--- src/rtl/hmm_pkg.sv ---
package hmm_pkg;

   localparam int MAX_DIM   = 8;
   localparam int FRAC_BITS = 16;

   localparam int DATA_W = 32;
   localparam int IDX_W  = $clog2(MAX_DIM);
   localparam int DIM_W  = $clog2(MAX_DIM + 1);
   localparam int DEPTH  = MAX_DIM * MAX_DIM;
   localparam int ADDR_W = $clog2(DEPTH);
   // exact dot product of up to MAX_DIM Q16.16 products
   localparam int ACC_W  = 2 * DATA_W + IDX_W;
   localparam int FULL_W = ACC_W + DATA_W;
   localparam int SHIFT  = 2 * FRAC_BITS;
   localparam int CSR_AW = 5;

   localparam logic [1:0] OP_LOAD_H  = 2'd0;
   localparam logic [1:0] OP_LOAD_A  = 2'd1;
   localparam logic [1:0] OP_COMPUTE = 2'd2;

   localparam logic [2:0] REG_SIDE      = 3'd0;
   localparam logic [2:0] REG_TRANSPOSE = 3'd1;
   localparam logic [2:0] REG_ROWS      = 3'd2;
   localparam logic [2:0] REG_COLS      = 3'd3;
   localparam logic [2:0] REG_SCALE     = 3'd4;

   typedef struct packed {
      logic [1:0]         operation;
      logic [2:0]         row;
      logic [2:0]         col;
      logic signed [31:0] element_value;
   } req_type;

   typedef struct packed {
      logic [2:0]         out_row;
      logic [2:0]         out_col;
      logic signed [31:0] result_value;
      logic               last;
   } rsp_type;

   typedef enum logic {
      WALK_IDLE,
      WALK_RUN
   } walk_state_type;

   typedef struct packed {
      logic             valid;
      logic             first;
      logic             last_k;
      logic             h_zero;
      logic [IDX_W-1:0] row;
      logic [IDX_W-1:0] col;
      logic             last;
   } walk_meta_type;

   function automatic logic [ADDR_W-1:0] addr_of(input logic [IDX_W-1:0] r,
                                                 input logic [IDX_W-1:0] c);
      return ADDR_W'(r) * ADDR_W'(MAX_DIM) + ADDR_W'(c);
   endfunction

   function automatic logic [DIM_W-1:0] clamp_dim(input logic [3:0] d);
      return (int'(d) > MAX_DIM) ? DIM_W'(MAX_DIM) : DIM_W'(d);
   endfunction

endpackage

--- src/rtl/hmm_walk.sv ---
module hmm_walk
   import hmm_pkg::*;
(
   input  logic              clock,
   input  logic              reset,
   input  logic              start_compute,
   input  logic              side,
   input  logic              transpose,
   input  logic [DIM_W-1:0]  m,
   input  logic [DIM_W-1:0]  n,
   output logic              busy,
   output logic [ADDR_W-1:0] h_addr,
   output logic [ADDR_W-1:0] a_addr,
   output walk_meta_type     meta
);

   walk_state_type   state_ff, state_in;
   logic [IDX_W-1:0] k_ff, k_in;
   logic [IDX_W-1:0] i_ff, i_in;
   logic [IDX_W-1:0] j_ff, j_in;

   logic [DIM_W-1:0] inner;
   logic             last_k, last_i, last_j;
   logic [IDX_W-1:0] op_r, op_c, hr, hc, a_r, a_c;

   always_ff @(posedge clock) begin
      if (reset) begin
         state_ff <= WALK_IDLE;
         k_ff     <= '0;
         i_ff     <= '0;
         j_ff     <= '0;
      end else begin
         state_ff <= state_in;
         k_ff     <= k_in;
         i_ff     <= i_in;
         j_ff     <= j_in;
      end
   end

   always_comb begin
      inner  = side ? n : m;
      last_k = DIM_W'(k_ff) == inner - DIM_W'(1);
      last_i = DIM_W'(i_ff) == m - DIM_W'(1);
      last_j = DIM_W'(j_ff) == n - DIM_W'(1);

      // op(H) coordinates, then the stored H position
      op_r = side ? k_ff : i_ff;
      op_c = side ? j_ff : k_ff;
      hr   = transpose ? op_c : op_r;
      hc   = transpose ? op_r : op_c;
      a_r  = side ? i_ff : k_ff;
      a_c  = side ? k_ff : j_ff;

      h_addr = addr_of(hr, hc);
      a_addr = addr_of(a_r, a_c);

      meta.valid  = state_ff == WALK_RUN;
      meta.first  = k_ff == '0;
      meta.last_k = last_k;
      // below the subdiagonal
      meta.h_zero = DIM_W'(hr) > DIM_W'(hc) + DIM_W'(1);
      meta.row    = i_ff;
      meta.col    = j_ff;
      meta.last   = last_k && last_i && last_j;

      busy = state_ff == WALK_RUN;

      state_in = state_ff;
      k_in     = k_ff;
      i_in     = i_ff;
      j_in     = j_ff;
      unique case (state_ff)
         WALK_IDLE: begin
            if (start_compute && m != '0 && n != '0) begin
               state_in = WALK_RUN;
            end
         end
         WALK_RUN: begin
            if (last_k) begin
               k_in = '0;
               if (last_i) begin
                  i_in = '0;
                  if (last_j) begin
                     j_in     = '0;
                     state_in = WALK_IDLE;
                  end else begin
                     j_in = j_ff + IDX_W'(1);
                  end
               end else begin
                  i_in = i_ff + IDX_W'(1);
               end
            end else begin
               k_in = k_ff + IDX_W'(1);
            end
         end
      endcase
   end

endmodule

--- config.mk ---
export PLATFORM = sky130hd
export DESIGN_NAME = hmm_walk
export DESIGN_NICKNAME = d
export VERILOG_FILES = /design/src/rtl/hmm_pkg.sv /design/src/rtl/hmm_walk.sv
export SDC_FILE = /design/constraint.sdc
export NUM_CORES = 1
export LEC_CHECK = 0
export ABC_AREA = 0
export BUFFER_PORTS_ARGS = -buffer_cell sky130_fd_sc_hd__buf_2
export CELL_PAD_IN_SITES_DETAIL_PLACEMENT = 1
export CELL_PAD_IN_SITES_GLOBAL_PLACEMENT = 2
export CORE_AREA = 2 2 79 58
export DETAILED_ROUTE_END_ITERATION = 8
export DIE_AREA = 0 0 81 60
export MAX_ROUTING_LAYER = met4
export PLACE_DENSITY = 0.81
export SLEW_MARGIN = 20
export SYNTH_ARGS = -nofsm -noshare
export SYNTH_HDL_FRONTEND = slang
export SYNTH_SLANG_ARGS = --single-unit
--- constraint.sdc ---
create_clock -name clock -period 3.75 [get_ports clock]
set_clock_uncertainty 0.1 [all_clocks]
set_input_delay 0.1875 -clock clock [delete_from_list [all_inputs] [get_ports clock]]
set_output_delay 0.1875 -clock clock [all_outputs]
set_load 0.01 [all_outputs]
# --- Yosys cells after proc, flatten, opt, wreduce, memory -nomap -nowiden ---
# Cells that the tools add are included.
totals:
  output_inout_bits: 24
  in_bits: 13
  elab_cells: 42
  regBits: 10
classes:
  n_reduce_logical: 9
  n_bitwise: 1
  magnitude_cmp: 1
  add_sub_neg: 9
  eq_ne: 3
  n_mux: 15
op_table:
  columns: ["cell", "n"]
  rows:
  - ["$mux 3", 9]
  - ["$add 6x3->6", 2]
  - ["$eq 3x4->1", 3]
  - ["$sub 4x1->4 const B", 3]
  - ["$add 3x1->3 const B", 3]
  - ["$reduce_bool 4->1", 2]
  - ["$add 3x1->4 const B", 1]
  - ["$gt 3x4->1", 1]
  - ["$logic_and 1x1->1", 4]
  - ["$mux 1", 4]
  - ["$mux 4", 1]
  - ["$logic_not 3->1", 1]
  - ["$reduce_and 3->1", 1]
  - ["$pmux 1 s2", 1]
  - ["$reduce_and 2->1", 1]
  - ["$not 1->1", 1]

# --- Depth between registers and ports, before layout ---
logic_depth:
  depth_word: 6
  ltp_mapped: 12
  ltp_nobuf: 11

# --- Worst setup path before layout ---
# OpenSTA, ideal clock, no wires.
synth_path:
  path_type: "input to output"
  from: "input side"
  to: "output meta[7] (netlist bit)"
  slack_ps: 1408
  cell_stages: 12
  required_time_ps: 3462
  arrival_ps: 2054
  path_buffers: 1
  cell_sequence: "buf_6 -> nor2b_1 -> nor2_1 -> a21oi_1 -> inv_1 -> ha_1 -> inv_1 -> ha_1 -> nor2b_1 -> o21a_1 -> o21ai_0 -> a31oi_1"
synth_rtl:
  columns: ["element", "line_no", "text"]
  rows:
  - ["start, declared", "hmm_walk.sv:7", "input logic side,"]
  - ["end, declared", "hmm_walk.sv:14", "output walk_meta_type meta"]

==> summary.md <==
| Metric | Value |
|---|---|
| Number of buffer cells added on primary ports | `36` |
| Period minus WS final | `2.839 ns` |
| Number of nets still failing antenna checks after routing | `0` |
| Final setup violation count | `0` |
| HP Class | `in -> reg` |
| Core ar. | `4154 sq um` |
| Vias in the first global route | `1307` |
| Destination of the critical timing path | `meta[7]` |
| Most used flip-flop cell after synthesis | `dfxtp_1` |
| Count of routing violations after the opening detailed-route iteration | `23` |
| Required @ worst endpoint | `3.46 ns` |
| Max Used Layer | `met3` |
| Largest driver fanout on the critical path | `20` |
| Final clock period utilization by the worst path | `0.7572` |
| Number of buffers added by the clock tree synthesis step | `3` |
| Synthesis-to-finish area growth | `20.79%` |
| # rows | `20` |
| Sum of routed wire length over all layers | `3789 um` |
| Critical path launch point | `side` |
| Antenna violations before repair | `0` |
| Deepest level of the CTS H-tree | `1` |
| Critical path class | `in -> out` |
| Buffer depth of the longest clock path | `2` |
| Count of final hold-check violations | `0` |
| Max-slew headroom | `0.6804` |
| Routability-driven placement congestion ratio | `0.8476` |
| Clock sink total | `10` |
| Most common cell after layout, fill and taps aside | `buf_2` |
| Relative contribution of combinational cells to total power | `0.356` |
| Reg clk slew, reported paths | `0.05 ns` |
| Number of slew-limit violations in the final report | `0` |
| P_int | `262.1 uW` |
| Pwr per Cell Area | `269.2 nW/um^2` |
| Cell Area, Synth | `1227 sq um` |
| # Post-CTS Setup Buffers | `0` |
| Worst-skew pair later-pin latency | `0.23 ns` |
| Sequential element share of the synthesized area | `0.1631` |
| Overall die area | `4860 sq um` |
| Number of max-cap violations | `0` |
| Startpoint of the lowest-slack register-to-register path | `j_ff[2]$_SDFFE_PP0P_` |
| Share of post-route cells with drive strength above 1 | `0.2935` |
| Post-CTS Hold Buffers | `0` |
| Die Height | `60 um` |
| Final core area utilization | `0.3569` |
| Highest-count cells in the layout ignoring fill and taps | `buf_2 (36), ha_1 (13), inv_1 (11)` |
| Overall routing resource usage | `0.1764` |
| Unrepaired setup endpoints after global routing | `false` |
| Worst path arrival time | `2.55 ns` |
| Total DRC errors in the routed layout | `0` |
| Routed wl met3 | `241 um` |
| Clock root buffer | `clkbuf_8` |
| Flip-flop and latch count after synthesis | `10` |
| Fin nets | `211` |
| Cell count of the worst hold path | `3` |
| Net count after synthesis | `178` |
| Vias after detailed routing | `1249` |
| Largest net degree at the start of global routing | `21` |
| Antenna Cells | `0` |
| Sequential share of power | `0.303` |
| Horizontal die dimension | `81 um` |
| Average detailed-routed wire length per instance | `15.85 um` |
| Cells after Synth | `152` |
| Outcome | `finished, final reports clean` |
| Final sum of negative setup slack | `0 ns` |
| Number of cell instances on the worst register-to-register path | `5` |
| Share of power burned in the clock network | `0.341` |
| TritonCTS clock tree | `done` |
| Switch Pwr | `137.1 uW` |
| Terminus of the critical flop-to-flop path | `j_ff[2]$_SDFFE_PP0P_` |
| Routed via count divided by cell count | `5.226` |
| Number of enable flip-flop cells after synthesis | `0` |
| Final Total Pwr | `399.2 uW` |
| Number of distinct standard cells referenced by the synthesized netlist | `48` |
| Worst-margin pin slew | `0.4784 ns` |
| Congestion Overflow GR | `0` |
| Ports placed on the boundary | `37` |
| Switching share of power | `0.3434` |
| Placed wire-length estimate | `3028 um` |
| Leak pwr | `0.0006901 uW` |
| Maximum VDD drop | `0.1917 mV` |
| Share of synthesized registers carrying an async set or reset | `0` |
| Mean instance size in the synthesized netlist | `8.075 sq um` |
| Initial core utilization | `0.2955` |
| Startpoint type of the worst setup path | `primary input` |
| Sort of element at the end of the critical path | `output port` |
| Setup slack, reg-to-reg | `1.57 ns` |
| Met2 wirelength from detailed routing | `1763 um` |
| Yosys warnings | `0` |
| Post-cts resize count | `0` |
| Global-route wire length before repair | `6430 um` |
| Upper clock frequency limit | `352.2 MHz` |
| DR pass1 iterations | `4` |
| Length of routed wiring on met1 | `1785 um` |
## cell families after synthesis
kind of cell,count (synthesis),synth area share
compound gates,39,0.2253
xor+xnor,11,0.09072
flops,10,0.1631
simple gates,50,0.2324
mux,8,0.06932
fa+ha+maj,13,0.1325
buf+inv,21,0.08664
## per-stage QoR
step / setup WS [ns] / hold slack (ns) / instance area, sq um / cells
3_5_place_dp: 0.9194 / 0.3380 / 1428 / 235
4_1_cts: 0.9133 / 0.08885 / 1483 / 239
2_1_floorplan: 1.408 / 0.2356 / 1227 / 152
5_1_grt: 0.6878 / 0.09972 / 1483 / 239
3_3_place_gp: 1.063 / 0.3253 / 1428 / 235
6_report: 0.9105 / 0.09113 / 1483 / 239
## worst max-delay path: stages
cell	delay, ns
buf_2	0.31
nor2b_1	0.31
nor2_1	0.16
a21oi_1	0.23
inv_1	0.10
ha_1	0.28
inv_1	0.04
ha_1	0.27
nor2b_1	0.13
o21a_1	0.17
o21ai_0	0.14
a31oi_1	0.06
buf_2	0.14
## metal layers
metal,track usage,vias up
li1,-,621
met1,0.2257,592
met2,0.3034,36
met3,0.03776,0
met4,0.007264,0
met5,-,-
## worst min-delay path by stage
stage	from	endpoint	slack (ns)
global placement	start_compute	busy$_SDFF_PP0_	0.33
CTS	start_compute	busy$_SDFF_PP0_	0.09
detailed placement	start_compute	busy$_SDFF_PP0_	0.34
global route	start_compute	busy$_SDFF_PP0_	0.1
floorplan	start_compute	busy$_SDFF_PP0_	0.24
finish	start_compute	busy$_SDFF_PP0_	0.09
## cell usage after synthesis (2+ instances only)
library cell | count | area share
o21ai_0 | 5 | 0.020
clkbuf_1 | 2 | 0.0061
o31ai_1 | 3 | 0.018
a21oi_1 | 10 | 0.041
buf_2 | 3 | 0.012
buf_4 | 3 | 0.018
xor2_1 | 4 | 0.029
xnor2_1 | 6 | 0.043
or3_1 | 2 | 0.010
o21ai_1 | 2 | 0.0082
or4_1 | 2 | 0.012
mux2_2 | 4 | 0.037
nand3_1 | 3 | 0.012
ha_1 | 13 | 0.13
a22o_1 | 2 | 0.014
dfxtp_1 | 10 | 0.16
nor2_1 | 7 | 0.021
nand4_1 | 5 | 0.025
nand2b_1 | 3 | 0.015
o22ai_1 | 3 | 0.015
mux2i_1 | 4 | 0.033
o21a_1 | 2 | 0.012
a22oi_1 | 2 | 0.012
nand2_1 | 10 | 0.031
nor3_1 | 4 | 0.016
inv_1 | 11 | 0.034
nor2b_1 | 6 | 0.031
## state kept, by name, indices dropped and copies added, names as in the netlist
signal and count:
i_ff 3, j_ff 3, k_ff 3, busy 1
## final cells by class
class                      instances  area (sq um)
sequential                        10         200.2
fill                             545          2671
inverter                          12         50.05
clock buffer                       4         55.05
multi-input combinational        121         920.9
tap                               55         68.82
timing repair buffer              37         187.7
## power groups by stage
stage | logic, uW | clock network [uW] | registers, uW
after global routing | 161 | 149 | 122
after global placement | 137 | 0 | 123
after CTS | 144 | 141 | 121
after detailed placement | 143 | 0 | 123
after floorplan | 102 | 0 | 118
final | 142 | 136 | 121
(Power assumes the default switching activity.)
