<file path="src/rtl/hmm_pkg.sv">
package hmm_pkg;

   localparam int MAX_DIM   = 8;
   localparam int FRAC_BITS = 16;

   localparam int DATA_W = 32;
   localparam int IDX_W  = $clog2(MAX_DIM);
   localparam int DIM_W  = $clog2(MAX_DIM + 1);
   localparam int DEPTH  = MAX_DIM * MAX_DIM;
   localparam int ADDR_W = $clog2(DEPTH);
   // exact dot product of up to MAX_DIM Q16.16 products
   localparam int ACC_W  = 2 * DATA_W + IDX_W;
   localparam int FULL_W = ACC_W + DATA_W;
   localparam int SHIFT  = 2 * FRAC_BITS;
   localparam int CSR_AW = 5;

   localparam logic [1:0] OP_LOAD_H  = 2'd0;
   localparam logic [1:0] OP_LOAD_A  = 2'd1;
   localparam logic [1:0] OP_COMPUTE = 2'd2;

   localparam logic [2:0] REG_SIDE      = 3'd0;
   localparam logic [2:0] REG_TRANSPOSE = 3'd1;
   localparam logic [2:0] REG_ROWS      = 3'd2;
   localparam logic [2:0] REG_COLS      = 3'd3;
   localparam logic [2:0] REG_SCALE     = 3'd4;

   typedef struct packed {
      logic [1:0]         operation;
      logic [2:0]         row;
      logic [2:0]         col;
      logic signed [31:0] element_value;
   } req_type;

   typedef struct packed {
      logic [2:0]         out_row;
      logic [2:0]         out_col;
      logic signed [31:0] result_value;
      logic               last;
   } rsp_type;

   typedef enum logic {
      WALK_IDLE,
      WALK_RUN
   } walk_state_type;

   typedef struct packed {
      logic             valid;
      logic             first;
      logic             last_k;
      logic             h_zero;
      logic [IDX_W-1:0] row;
      logic [IDX_W-1:0] col;
      logic             last;
   } walk_meta_type;

   function automatic logic [ADDR_W-1:0] addr_of(input logic [IDX_W-1:0] r,
                                                 input logic [IDX_W-1:0] c);
      return ADDR_W'(r) * ADDR_W'(MAX_DIM) + ADDR_W'(c);
   endfunction

   function automatic logic [DIM_W-1:0] clamp_dim(input logic [3:0] d);
      return (int'(d) > MAX_DIM) ? DIM_W'(MAX_DIM) : DIM_W'(d);
   endfunction

endpackage

</file>
<file path="src/rtl/hmm_store.sv">
module hmm_store
   import hmm_pkg::*;
(
   input  logic                     clock,
   input  logic                     wr_en,
   input  logic [ADDR_W-1:0]        wr_addr,
   input  logic signed [DATA_W-1:0] wr_data,
   input  logic [ADDR_W-1:0]        rd_addr,
   output logic signed [DATA_W-1:0] rd_data
);

   logic [DATA_W-1:0] mem_ff [DEPTH];
   logic [DATA_W-1:0] rd_data_ff;

   always_ff @(posedge clock) begin
      if (wr_en) begin
         mem_ff[wr_addr] <= wr_data;
      end
      rd_data_ff <= mem_ff[rd_addr];
   end

   assign rd_data = $signed(rd_data_ff);

endmodule

</file>
<file path="config.mk">
export PLATFORM = sky130hd
export DESIGN_NAME = hmm_store
export DESIGN_NICKNAME = d
export VERILOG_FILES = /design/src/rtl/hmm_pkg.sv /design/src/rtl/hmm_store.sv
export SDC_FILE = /design/constraint.sdc
export NUM_CORES = 2
export LEC_CHECK = 0
export BUFFER_PORTS_ARGS = -buffer_cell sky130_fd_sc_hd__buf_4
export CAP_MARGIN = 5
export CORE_ASPECT_RATIO = 1.5
export CORE_MARGIN = 2
export CORE_UTILIZATION = 55
export DETAILED_ROUTE_END_ITERATION = 10
export GPL_ROUTABILITY_DRIVEN = 0
export PLACE_DENSITY = 0.8
export SLEW_MARGIN = 0
export SYNTH_ARGS = -nofsm -noshare
export SYNTH_HDL_FRONTEND = slang
export SYNTH_SLANG_ARGS = --single-unit
</file>
<file path="constraint.sdc">
create_clock -name clock -period 8.3 [get_ports clock]
set_clock_uncertainty 0.1 [all_clocks]
set_input_delay 0.83 -clock clock [delete_from_list [all_inputs] [get_ports clock]]
set_output_delay 0.83 -clock clock [all_outputs]
set_load 0.01 [all_outputs]
</file>
**Word level (Yosys, flattened, before mapping)**

Memory sizes are Yosys's and may differ from the RTL's. A register that Yosys moved wholly into a read port is not among the register bits.
Cells that the tools add are included.
W data, S select, Z words.

- Multiplexer cells: 2

Operator list:

| operator | number |
|---|---|
| $mux W1 | 2 |

- Register bits: 0
- Memories kept: 1
- RAM bits: 2,048
- Bits of input ports: 46
- Output and inout port bits: 32
- Word-level logic and storage cells: 3

Memories:

| memory | words | bits a word | rd ports | clocked after memory_dff | wr ports | RTL line | source |
|---|---|---|---|---|---|---|---|
| mem_ff | 64 | 32 | 1 | 1 | 1 | hmm_store.sv:12 | `logic [DATA_W-1:0] mem_ff [DEPTH];` |

**Logic depth before layout (Yosys ltp)**

- Depth after elaboration: 2
- Gate-level depth with buffers: 10
- Mapped depth without buffers: 5

**Worst setup path after synthesis**

OpenSTA, ideal clock, no wires.

- Path kind: input to register
- Start point: input wr_addr[3]
- End point: memory mem_ff[48][0] (enable)
- Setup time: 0.461 ns
- Path buffers: 1
- Slack: 4.210 ns
- Required time: 7.739 ns
- Arrival: 3.529 ns
- Stages on the path: 4
- Cell sequence: clkbuf_1 nor2b_1 nand4b_1 nor3_1

RTL lines:

| item | RTL line | source |
|---|---|---|
| from (decl) | hmm_store.sv:6 | `input logic [ADDR_W-1:0] wr_addr,` |
| to (decl) | hmm_store.sv:12 |  |

No word-level cell before the write port.

==> flow_results.xml <==
<?xml version="1.0" encoding="UTF-8"?>
<metrics>
  <group name="job">
    <metric name="cap_violations" unit="">0</metric>
  </group>
  <group name="worst_setup_path">
    <metric name="critical_path.endpoint_type" unit="">flop</metric>
    <metric name="reg2regPathDepth" unit="">5</metric>
    <metric name="reg_to_reg_critical_path_endpoint" unit="">rd_data[22]</metric>
    <metric name="reg2reg_setup_slack" unit="ns">5.71</metric>
    <metric name="required_time_worst_endpoint" unit="ns">8.92</metric>
    <metric name="cp_max_fo" unit="">51</metric>
    <metric name="critPathArrivalTime" unit="ns">4.48</metric>
    <metric name="crit_path_start_kind" unit="">input pin</metric>
    <metric name="path_cells" unit="">buf_8 -&gt; buf_4 -&gt; nand2b_1 -&gt; buf_4 -&gt; o22ai_1 -&gt; nor2_1 -&gt; a21oi_1 -&gt; nor2_1</metric>
    <metric name="cell_type_of_the_slowest_stage_on_the_worst_timing_path" unit="">sky130_fd_sc_hd__nor2_1</metric>
    <metric name="worst-setup-path-type" unit="">in2reg</metric>
    <metric name="r2r_start" unit="">mem_ff[55][22]</metric>
    <metric name="worst_path_largest_cell_delay" unit="ns">0.90</metric>
  </group>
  <group name="layout">
    <metric name="layout.cells.most_common_list" unit="">sky130_fd_sc_hd__edfxtp_1 (2048), sky130_fd_sc_hd__mux4_2 (544), sky130_fd_sc_hd__clkbuf_16 (179)</metric>
    <metric name="layout.cells.most_common" unit="">sky130_fd_sc_hd__edfxtp_1</metric>
    <metric name="fillCellCount" unit="">8837</metric>
    <metric name="finalNetCount" unit="">3540</metric>
    <metric name="area_growth" unit="%">11.5</metric>
    <metric name="fin_cells" unit="">5522</metric>
    <metric name="drive_gt1_share" unit="%">28.6</metric>
  </group>
  <group name="route">
    <metric name="vias_per_cell" unit="">6.92</metric>
    <metric name="number_of_iterations_in_the_first_detailed_routing_pass" unit="">6</metric>
    <metric name="drt_wl_total" unit="µm">208000</metric>
    <metric name="drcViolationCount" unit="">0</metric>
    <metric name="routed_wire_length_per_instance" unit="µm">37.7</metric>
    <metric name="detail-route-antenna-nets" unit="">0</metric>
    <metric name="drt-initial-drc-count" unit="">5809</metric>
    <metric name="vias" unit="">38200</metric>
  </group>
  <group name="synthesis">
    <metric name="yosysTopAreaCellShare" unit="%">78.3</metric>
    <metric name="avgSynthCellArea" unit="µm²">23.6</metric>
    <metric name="yosys.area.top_type" unit="">sky130_fd_sc_hd__edfxtp_1</metric>
    <metric name="syn_area" unit="µm²">78500</metric>
    <metric name="synth.yosys.warnings" unit="">0</metric>
    <metric name="synth_seq_cells" unit="">2080</metric>
    <metric name="post_synth_main_area_contributors" unit="">sky130_fd_sc_hd__edfxtp_1 (78%), sky130_fd_sc_hd__mux4_2 (16%), sky130_fd_sc_hd__mux2i_1 (1.2%), sky130_fd_sc_hd__dfxtp_1 (0.82%), sky130_fd_sc_hd__o22ai_1 (0.67%)</metric>
    <metric name="syn-instance-count" unit="">3324</metric>
    <metric name="ys_types" unit="">34</metric>
    <metric name="syn_nets" unit="">3370</metric>
    <metric name="synth_seq_area_share" unit="%">79.1</metric>
  </group>
  <group name="floorplan">
    <metric name="core_region_area" unit="µm²">141000</metric>
    <metric name="initial_utilization" unit="%">55.5</metric>
    <metric name="top_level_ports" unit="">78</metric>
    <metric name="horiz_die_dim" unit="µm">312</metric>
    <metric name="fp.dieArea" unit="µm²">146000</metric>
    <metric name="die_h" unit="µm">467</metric>
    <metric name="placementRows" unit="">169</metric>
  </group>
  <group name="clock_tree">
    <metric name="cts_hold_repair.buffers" unit="">0</metric>
    <metric name="postCtsSetupBuffers" unit="">0</metric>
    <metric name="clk-insertion-delay-late" unit="ns">0.82</metric>
    <metric name="cts_tree" unit="">yes</metric>
    <metric name="numCtsBuffers" unit="">171</metric>
    <metric name="htree_levels" unit="">4</metric>
    <metric name="cts.sinks" unit="">2080</metric>
    <metric name="clkSlewWorstSetupHoldPaths" unit="ns">0.06</metric>
    <metric name="postCtsResizedCells" unit="">0</metric>
    <metric name="clk_path_buf_depth" unit="">3</metric>
    <metric name="clk_root_buffer_cell" unit="">sky130_fd_sc_hd__clkbuf_16</metric>
  </group>
  <group name="timing">
    <metric name="timing.fmax" unit="MHz">259</metric>
    <metric name="setup_viol_count_final" unit="">0</metric>
    <metric name="totalNegativeSetupSlack" unit="ns">0</metric>
    <metric name="rsz0062_at_grt" unit="">false</metric>
    <metric name="hold_violations" unit="">0</metric>
    <metric name="final_critical_path_setup_slack" unit="ns">4.44</metric>
    <metric name="finalCriticalPeriod" unit="ns">3.86</metric>
    <metric name="final_min_period_over_clock_period" unit="%">46.6</metric>
    <metric name="report.final.slew_viol_count" unit="">0</metric>
    <metric name="max-slew-margin-rel" unit="%">22.1</metric>
    <metric name="tightest_slew" unit="ns">1.16</metric>
  </group>
  <group name="global_route">
    <metric name="grt_overflow_total" unit="">0</metric>
    <metric name="track_usage" unit="%">28.9</metric>
    <metric name="antenna_found_initial" unit="">9</metric>
    <metric name="grt_pass1_wl" unit="µm">293000</metric>
    <metric name="first_global_vias" unit="">39500</metric>
    <metric name="grt_max_degree" unit="">115</metric>
  </group>
  <group name="hold_path">
    <metric name="hold_path_end" unit="">mem_ff[31][7]</metric>
    <metric name="hold_path_startpoint" unit="">wr_data[7]</metric>
    <metric name="min-delay-path-class" unit="">in2reg</metric>
    <metric name="min_delay_path_depth" unit="">1</metric>
  </group>
  <group name="placement">
    <metric name="dpl.hpwl" unit="µm">107000</metric>
    <metric name="placed_cells_incl_taps" unit="">5202</metric>
    <metric name="io_buffers" unit="">77</metric>
    <metric name="place_worst_setup_slack" unit="ns">3.64</metric>
  </group>
  <group name="pwr">
    <metric name="cellLeakagePower" unit="µW">0.0270</metric>
    <metric name="worst_ir_drop_vdd" unit="mV">0.238</metric>
    <metric name="finalPower" unit="µW">21000</metric>
    <metric name="cell_area_power_density" unit="nW/µm²">240</metric>
  </group>
  <group name="outcome">
    <metric name="run_status" unit="">complete, no violations</metric>
  </group>
</metrics>
## registers in the layout, summed over array words and instances, names as in the netlist
register and flops:
mem_ff 2048, rd_data 32
## metrics by stage
step / util (%) / cell area [µm²] / hold slack, ns
final: 61.9 / 87500 / 0.491
after global routing: 61.9 / 87500 / 0.494
after CTS: 61.9 / 87500 / 0.462
after detailed placement: 57.9 / 81900 / 0.680
after global placement: 57.9 / 81900 / 0.656
after floorplan: - / 78500 / 0.563
## logic make-up after synthesis
logic type             after synthesis  share of synthesized area, %
AOI/OAI and AO/OA                  202                          1.67
DFF                               2080                          79.1
buffers and inverters              182                          1.13
muxes                              637                          16.8
and+or+nand+nor                    223                          1.27
## layout make-up
class | count | area [µm²] | share of cell area (%)
antenna | 6 | 15.0 | 0.0172
multi-input combinational | 1062 | 16000 | 18.2
timing repair buffer | 179 | 1430 | 1.63
clock buffer | 214 | 4610 | 5.27
sequential | 2080 | 62100 | 71.0
tap | 1881 | 2350 | 2.69
clock inverter | 100 | 998 | 1.14
## critical path: cells and delay by family
| kind | cells | cell delay, ns |
|---|---|---|
| AND/OR/NAND/NOR | 3 | 1.61 |
| AO/OA/AOI/OAI | 2 | 0.51 |
| buffers and inverters | 3 | 1.39 |
## power breakdown
group          internal [µW]  leakage (µW)  switching [µW]  total [µW]
clock network           4510       0.00273            3660        8170
registers              11600        0.0187            55.5       11700
logic                    392       0.00560             743        1140
## per-layer routing
metal / up-vias / track usage [%] / routed length [µm]
met5: - / 0 / 21
li1: 14500 / - / -
met3: 718 / 6.37 / 24400
met4: 4 / 19.7 / 17500
met2: 3101 / 47.0 / 102000
met1: 19800 / 35.1 / 64500
## how the worst max path moves through the flow
stage               startpoint             to  slack, ns  cells after the start
floorplan           wr_addr[3]  mem_ff[48][0]       4.21                      4
global placement    rd_addr[0]    rd_data[22]       3.66                      8
detailed placement  rd_addr[0]    rd_data[22]       3.64                      8
CTS                 rd_addr[0]    rd_data[22]       4.44                      8
global route        rd_addr[0]    rd_data[22]       4.33                      8
finish              rd_addr[1]    rd_data[19]       4.44                      8
## synth_stat cells
| library cell | n |
|---|---|
| sky130_fd_sc_hd__buf_2 | 57 |
| sky130_fd_sc_hd__and2_1 | 2 |
| sky130_fd_sc_hd__o32ai_1 | 4 |
| sky130_fd_sc_hd__edfxtp_1 | 2048 |
| sky130_fd_sc_hd__mux4_2 | 544 |
| sky130_fd_sc_hd__nand4b_1 | 1 |
| sky130_fd_sc_hd__nor3_1 | 7 |
| sky130_fd_sc_hd__or3b_2 | 3 |
| sky130_fd_sc_hd__or3_1 | 3 |
| sky130_fd_sc_hd__o22ai_1 | 84 |
| sky130_fd_sc_hd__nand3_1 | 5 |
| sky130_fd_sc_hd__nand4_1 | 2 |
| sky130_fd_sc_hd__or2_2 | 1 |
| sky130_fd_sc_hd__nand2_1 | 26 |
| sky130_fd_sc_hd__buf_1 | 21 |
| sky130_fd_sc_hd__buf_6 | 5 |
| sky130_fd_sc_hd__dfxtp_1 | 32 |
| sky130_fd_sc_hd__a21oi_1 | 62 |
| sky130_fd_sc_hd__a311oi_1 | 8 |
| sky130_fd_sc_hd__nand3b_1 | 5 |
| sky130_fd_sc_hd__or2_1 | 1 |
| sky130_fd_sc_hd__nor2_1 | 137 |
| sky130_fd_sc_hd__o221ai_1 | 27 |
| sky130_fd_sc_hd__or3b_1 | 2 |
| sky130_fd_sc_hd__buf_4 | 25 |
| sky130_fd_sc_hd__clkbuf_1 | 74 |
| sky130_fd_sc_hd__a31oi_1 | 1 |
| sky130_fd_sc_hd__mux2i_1 | 93 |
| sky130_fd_sc_hd__or2_0 | 1 |
| sky130_fd_sc_hd__a22oi_1 | 12 |
| sky130_fd_sc_hd__nand2b_1 | 8 |
| sky130_fd_sc_hd__a41o_1 | 4 |
| sky130_fd_sc_hd__nor2b_1 | 15 |
| sky130_fd_sc_hd__and3_1 | 4 |
Note: power is estimated with default switching activity, not from simulation.
